<file path="config.mk">
export PLATFORM = sky130hd
export DESIGN_NAME = bir_div
export DESIGN_NICKNAME = d
export VERILOG_FILES = /design/src/sv/bir_div.sv
export SDC_FILE = /design/constraint.sdc
export NUM_CORES = 2
export LEC_CHECK = 0
export BUFFER_PORTS_ARGS = -buffer_cell sky130_fd_sc_hd__buf_2
export CAP_MARGIN = 0
export CORE_ASPECT_RATIO = 1.2
export CORE_MARGIN = 2
export CORE_UTILIZATION = 25
export DETAILED_ROUTE_END_ITERATION = 10
export PLACE_DENSITY_LB_ADDON = 0.15
export REMOVE_ABC_BUFFERS = 1
export SLEW_MARGIN = 10
export SYNTH_ARGS = -nofsm -noshare
export SYNTH_HDL_FRONTEND = slang
export SYNTH_SLANG_ARGS = --single-unit
</file>
<file path="constraint.sdc">
create_clock -name clk -period 5.2 [get_ports clk]
set_input_delay 0.78 -clock clk [delete_from_list [all_inputs] [get_ports clk]]
set_output_delay 0.78 -clock clk [all_outputs]
set_load 0.03 [all_outputs]
</file>
<file path="src/sv/bir_div.sv">
`default_nettype none
module bir_div #(
  parameter int QW    = 25,
  parameter int NUM_W = 37,
  parameter int DEN_W = 13,
  parameter int TAG_W = 8
) (
  input  wire logic                       clk,
  input  wire logic                       rst_n,
  input  wire logic                       in_vld,
  input  wire logic [TAG_W-1:0]           in_tag,
  input  wire logic [1:0][NUM_W-1:0]      num,
  input  wire logic [1:0][DEN_W-1:0]      den,
  output logic                            out_vld,
  output logic [TAG_W-1:0]                out_tag,
  output logic [1:0][QW-1:0]              quo
);

  logic [QW-1:0]                  vld_r;
  logic [QW-1:0][TAG_W-1:0]       tag_r;
  logic [QW-1:0][1:0][DEN_W-1:0]  rem_r;
  logic [QW-1:0][1:0][QW-1:0]     q_r;

  for (genvar i = 0; i < QW; i++) begin : g_stage
    logic                   vld_in;
    logic [TAG_W-1:0]       tag_in;
    logic [1:0][DEN_W-1:0]  rem_in;
    logic [1:0][QW-1:0]     q_in;
    logic [1:0][DEN_W-1:0]  rem_nxt;
    logic [1:0][QW-1:0]     q_nxt;

    if (i == 0) begin : g_first
      always_comb begin
        vld_in = in_vld;
        tag_in = in_tag;
        for (int j = 0; j < 2; j++) begin
          rem_in[j] = DEN_W'(num[j][NUM_W-1:QW]);
          q_in[j]   = num[j][QW-1:0];
        end
      end
    end else begin : g_rest
      assign vld_in = vld_r[i-1];
      assign tag_in = tag_r[i-1];
      assign rem_in = rem_r[i-1];
      assign q_in   = q_r[i-1];
    end

    always_comb begin
      logic [DEN_W:0] t;
      logic [DEN_W:0] diff;
      logic           ge;
      for (int j = 0; j < 2; j++) begin
        t          = {rem_in[j], q_in[j][QW-1]};
        diff       = t - {1'b0, den[j]};
        ge         = (t >= {1'b0, den[j]});
        rem_nxt[j] = ge ? diff[DEN_W-1:0] : t[DEN_W-1:0];
        q_nxt[j]   = {q_in[j][QW-2:0], ge};
      end
    end

    always_ff @(posedge clk) begin
      if (!rst_n) begin
        vld_r[i] <= 1'b0;
      end else begin
        vld_r[i] <= vld_in;
      end
      tag_r[i] <= tag_in;
      rem_r[i] <= rem_nxt;
      q_r[i]   <= q_nxt;
    end
  end

  assign out_vld = vld_r[QW-1];
  assign out_tag = tag_r[QW-1];
  assign quo     = q_r[QW-1];

endmodule
`default_nettype wire

</file>
# Yosys cells after proc, flatten, opt, wreduce, memory -nomap -nowiden
# Cells that the tools add are included.
[word_totals]
in_bits = 111
register_bits = 2099
word_cells = 294
[classes]
n_mux = 48
addsub = 48
order_cmp = 50
[ops]
columns = ["operator", "count"]
rows = [
  ["greater-or-equal comparator 14 x 13 -> 1 bit", 48],
  ["2-to-1 mux 13 bit", 48],
  ["subtractor 13 bit", 48],
  ["greater-or-equal comparator 13 bit", 2],
]

# Longest topological paths before layout
[logic_depth]
word_depth = 2
depth_mapped = 11
ltp_nobuf = 10

# Worst setup path before layout
# OpenSTA, ideal clock, no wires.
[synth_path]
kind = "input to register"
start = "in den[2] (netlist bit)"
end = "reg rem_r, in the netlist g_stage[7].rem_in[11]"
path_stages = 10
path_slack_ns = 1.671
setup_ns = 0.121
n_path_buf = 1
arrival_time_ns = 3.409
cell_sequence = "inv_1 > ha_1 > nor2b_1 > o21ai_1 > a21oi_1 > a211oi_2 > o211ai_1 > a311oi_4 > buf_6 > mux2_2"
[synth_rtl]
columns = ["element", "line_no", "rtl"]
rows = [
  ["start, declared", "13", "input wire logic [1:0][DEN_W-1:0] den,"],
  ["end signal, assigned by index", "68", "rem_r[i] <= rem_nxt;"],
  ["end, declared", "21", "logic [QW-1:0][1:0][DEN_W-1:0] rem_r;"],
]

==> metrics <==
status completed; Antenna Nets Post-Route 0; Flop pwr share 35.0%; layout cells sized above 1 16.5%; pwr/cell area 719 mW/mm2; die area 0.322 mm2; clk_lat worst skew 0.90 ns; TritonCTS Buffers 231; min-delay src in_vld; reg-to-reg slack, setup 1.95 ns; Final Setup Violations 0; hold depth 2; area delta synth->final 19.2%; EDFF count, synth 0; Slew Limit Fails 0; crit path max fanout 17; critical path class primary input to flop; synthesis-stage register bit count 2099; CTS tree yes; RePlAce Congestion 0.795; gr usage total 11.1%; Leak 40.0 nW; count of clock tree sinks 2099; Mapped Cells 6853; RR Startpoint g_stage[1].$11.t[0]; post-synth top area share 52.9%; Tcrit/Tclk final 63.7%; cell area after synthesis 0.0794 mm2; vias per cell 4.27; sequential area share after synthesis 52.9%; final std cells w/o fill 11700; Nets 8130; initial antenna violation count 6; Overall Power 68.1 mW; finished layout cell area 0.0946 mm2; Net Switching 22.8 mW; Initial Utilization 25.1%; H-tree depth 4; Post-DP HPWL 125 mm; total wire length 182 mm; Die Ht 621 um; Hold EP g_stage[1].vld_in; final hold vios 0; Clk pwr share 25.4%; R2R cell count 10; Max VDD drop 0.000315 V; Crit. End Element flop; Fmax 0.302 GHz; setup_tns 0 ns; Setup Skew 0.0518 ns; dpl cells 11300; Critical Path RT 5.95 ns; P_int 45.3 mW; post-route worst setup slack 1.89 ns; WP data arrival 4.06 ns; Mean Syn Cell Area 11.6 um2; pre-CTS setup slack 0.935 ns; CP Launch Type primary input; Hold Crit Class primary input to flop; clk slew on worst S/H paths 0.06 ns; Die Width 518 um; Synth Area in Adders 11.5%; logic gate share of total power 39.5%; Post-synth ARST share 0%; Net Sw Frac 33.4%; XOR/XNOR share of the synthesized area 4.55%; PortBufs 169; FP Rows 226; RR Endpoint g_stage[2].$11.t[4]; max_slew headroom 27.0%; io pins 170; drt initial violations 1856; Synth Area in Compound Gates 11.9%; unrepaired setup endpoints after global routing false; vias in the first global route 51900; Vias 50100; most area-hungry cell type in the Yosys netlist dfxtp_1; mux contribution to synthesized area 8.80%; Post-synth top flop dfxtp_1; dominant cells by area after synthesis dfxtp_1 (53%), ha_1 (10%), mux2_2 (7.0%); first-pass iteration count of the detailed router 6; post-CTS sizing 0; Simple-Gate Fraction of Synth Area 8.62%; first-pass GRT wire length 286 mm; Clock Path Buffers 4; core area 0.316 mm2; Avg WL per Cell 15.5 um; worst slew pin tran 1.09 ns; Post-CTS Setup Inserts 0; placed cell area 0.0859 mm2; GR Overflow Total 0; drt drc 0; largest net degree at the start of global routing 26; minimum period implied by the final worst setup slack 3.31 ns; max_cap viols 0; Root Buffer clkbuf_16; synth warn 0; unique cell type count in the Yosys netlist 83; largest family of logic cells by synthesized area compound AO/OA/AOI/OAI gates
## layer usage
layer  track usage (%)  routed length [um]  part of all wire (%)  up-vias
li1                  -                   -                     -    25500
met1              13.2               79900                    44    23400
met2              19.5               87800                    48      779
met3              1.91                6880                   3.8      389
met4              4.34                7130                   3.9        0
met5                 0                   0                     0        -
## worst max path at each step
stage,startpoint,end,slack (ns),cells after the start
6_report,den[13],g_stage[2].$11.t[4],1.89,10
5_1_grt,den[1],g_stage[3].rem_in[8],1.65,10
4_1_cts,den[1],g_stage[8].rem_in[4],1.90,10
3_5_place_dp,den[1],g_stage[8].rem_in[4],0.93,10
3_3_place_gp,den[13],g_stage[2].$11.t[3],0.99,10
2_1_floorplan,den[2],g_stage[24].rem_in[10],1.22,9
## what timing repair did
action	in CTS	in global routing
hold buffers	56	0
setup endpoints to repair	0	0
hold endpoints to repair	56	0
## cell families (layout without fill, tap and decap cells)
| group | Yosys count | in the layout |
|---|---|---|
| fa+ha+maj | 698 | 698 |
| buf+inv | 327 | 988 |
| mux | 632 | 632 |
| xor+xnor | 412 | 412 |
| flops | 2099 | 2099 |
| compound gates | 1384 | 1384 |
| simple gates | 1301 | 1301 |
| other cells | 0 | 3 |
## layout by cell type, fill, tap and decap left out, types with 63 or more instances in the layout
cell and instances:
nand4_1 95, mux2_2 493, inv_1 245, buf_2 169, dfxtp_1 2099, nor2_1 310, nor3_1 129, nor2b_1 136
a21oi_1 321, nand2b_1 68, mux2i_1 125, xnor2_1 248, a211oi_1 70, ha_1 650, clkbuf_16 233, nand2_1 263
a21o_1 179, o21ai_0 254, xor2_1 164, buf_4 73, o21a_1 119, nand3_1 63
## final cells by class
| type | count | area, um2 |
|---|---|---|
| fill | 32300 | 221000 |
| tap | 4218 | 5280 |
| multi-input combinational | 4427 | 36000 |
| clock buffer | 301 | 6430 |
| sequential | 2099 | 42000 |
| timing repair buffer | 313 | 2250 |
| clock inverter | 125 | 1730 |
| inverter | 249 | 935 |
| antenna | 3 | 7.51 |
## state kept, by name, indices dropped and copies added, names as in the netlist
name and flops:
g_stage.tag_in 192, g_stage.q_in 1176, g_stage.$11.t 336, g_stage.rem_in 312
quo 50, out_tag 8, out_vld 1, g_stage.vld_in 24
## per-stage QoR
stage          hold WS [ns]  utilization, %
2_1_floorplan         0.310               -
5_1_grt              0.0493            30.0
3_3_place_gp          0.309            27.2
3_5_place_dp          0.312            27.2
6_report              0.115            30.0
4_1_cts             0.00592            30.0
## worst max-delay path: stages
cell and delay (ns):
buf_2 0.54, ha_1 0.31, fa_1 0.23, nor2b_1 0.06, o21ai_1 0.16, a21oi_1 0.13
a211oi_2 0.42, o211ai_1 0.21, a311oi_4 0.76, mux2_2 0.41
## power groups by stage
stage          Clock [mW]  Combinational (mW)  Sequential [mW]
2_1_floorplan           0                21.4             23.3
3_3_place_gp            0                26.6             24.4
3_5_place_dp            0                26.8             24.3
4_1_cts              18.1                27.1             24.0
5_1_grt              18.8                30.1             24.4
6_report             17.3                26.9             23.8
## cells in the mapped netlist (15+ instances only)
cell / instances
o21a_1: 119
mux2i_1: 125
nand2b_1: 68
a21o_1: 179
a21oi_1: 322
o21ai_0: 255
a211o_1: 17
a21boi_0: 54
nor2_1: 310
mux2_2: 493
nand2_1: 263
xnor2_1: 248
o31a_1: 40
dfxtp_1: 2099
xor2_1: 164
inv_1: 249
or2_2: 26
nor3_1: 129
a31oi_1: 23
ha_1: 650
nor4_4: 19
nand4_1: 95
or3_1: 26
a22o_1: 17
nor2b_1: 136
o31ai_1: 42
nand3_1: 63
and3_1: 56
o211ai_1: 44
clkbuf_1: 31
o311ai_0: 15
fa_1: 48
o21ai_1: 36
buf_2: 15
and2_1: 56
a221o_1: 34
a211oi_1: 70
buf_4: 20
nor4_1: 17
Power figures use the tool's default switching activity.
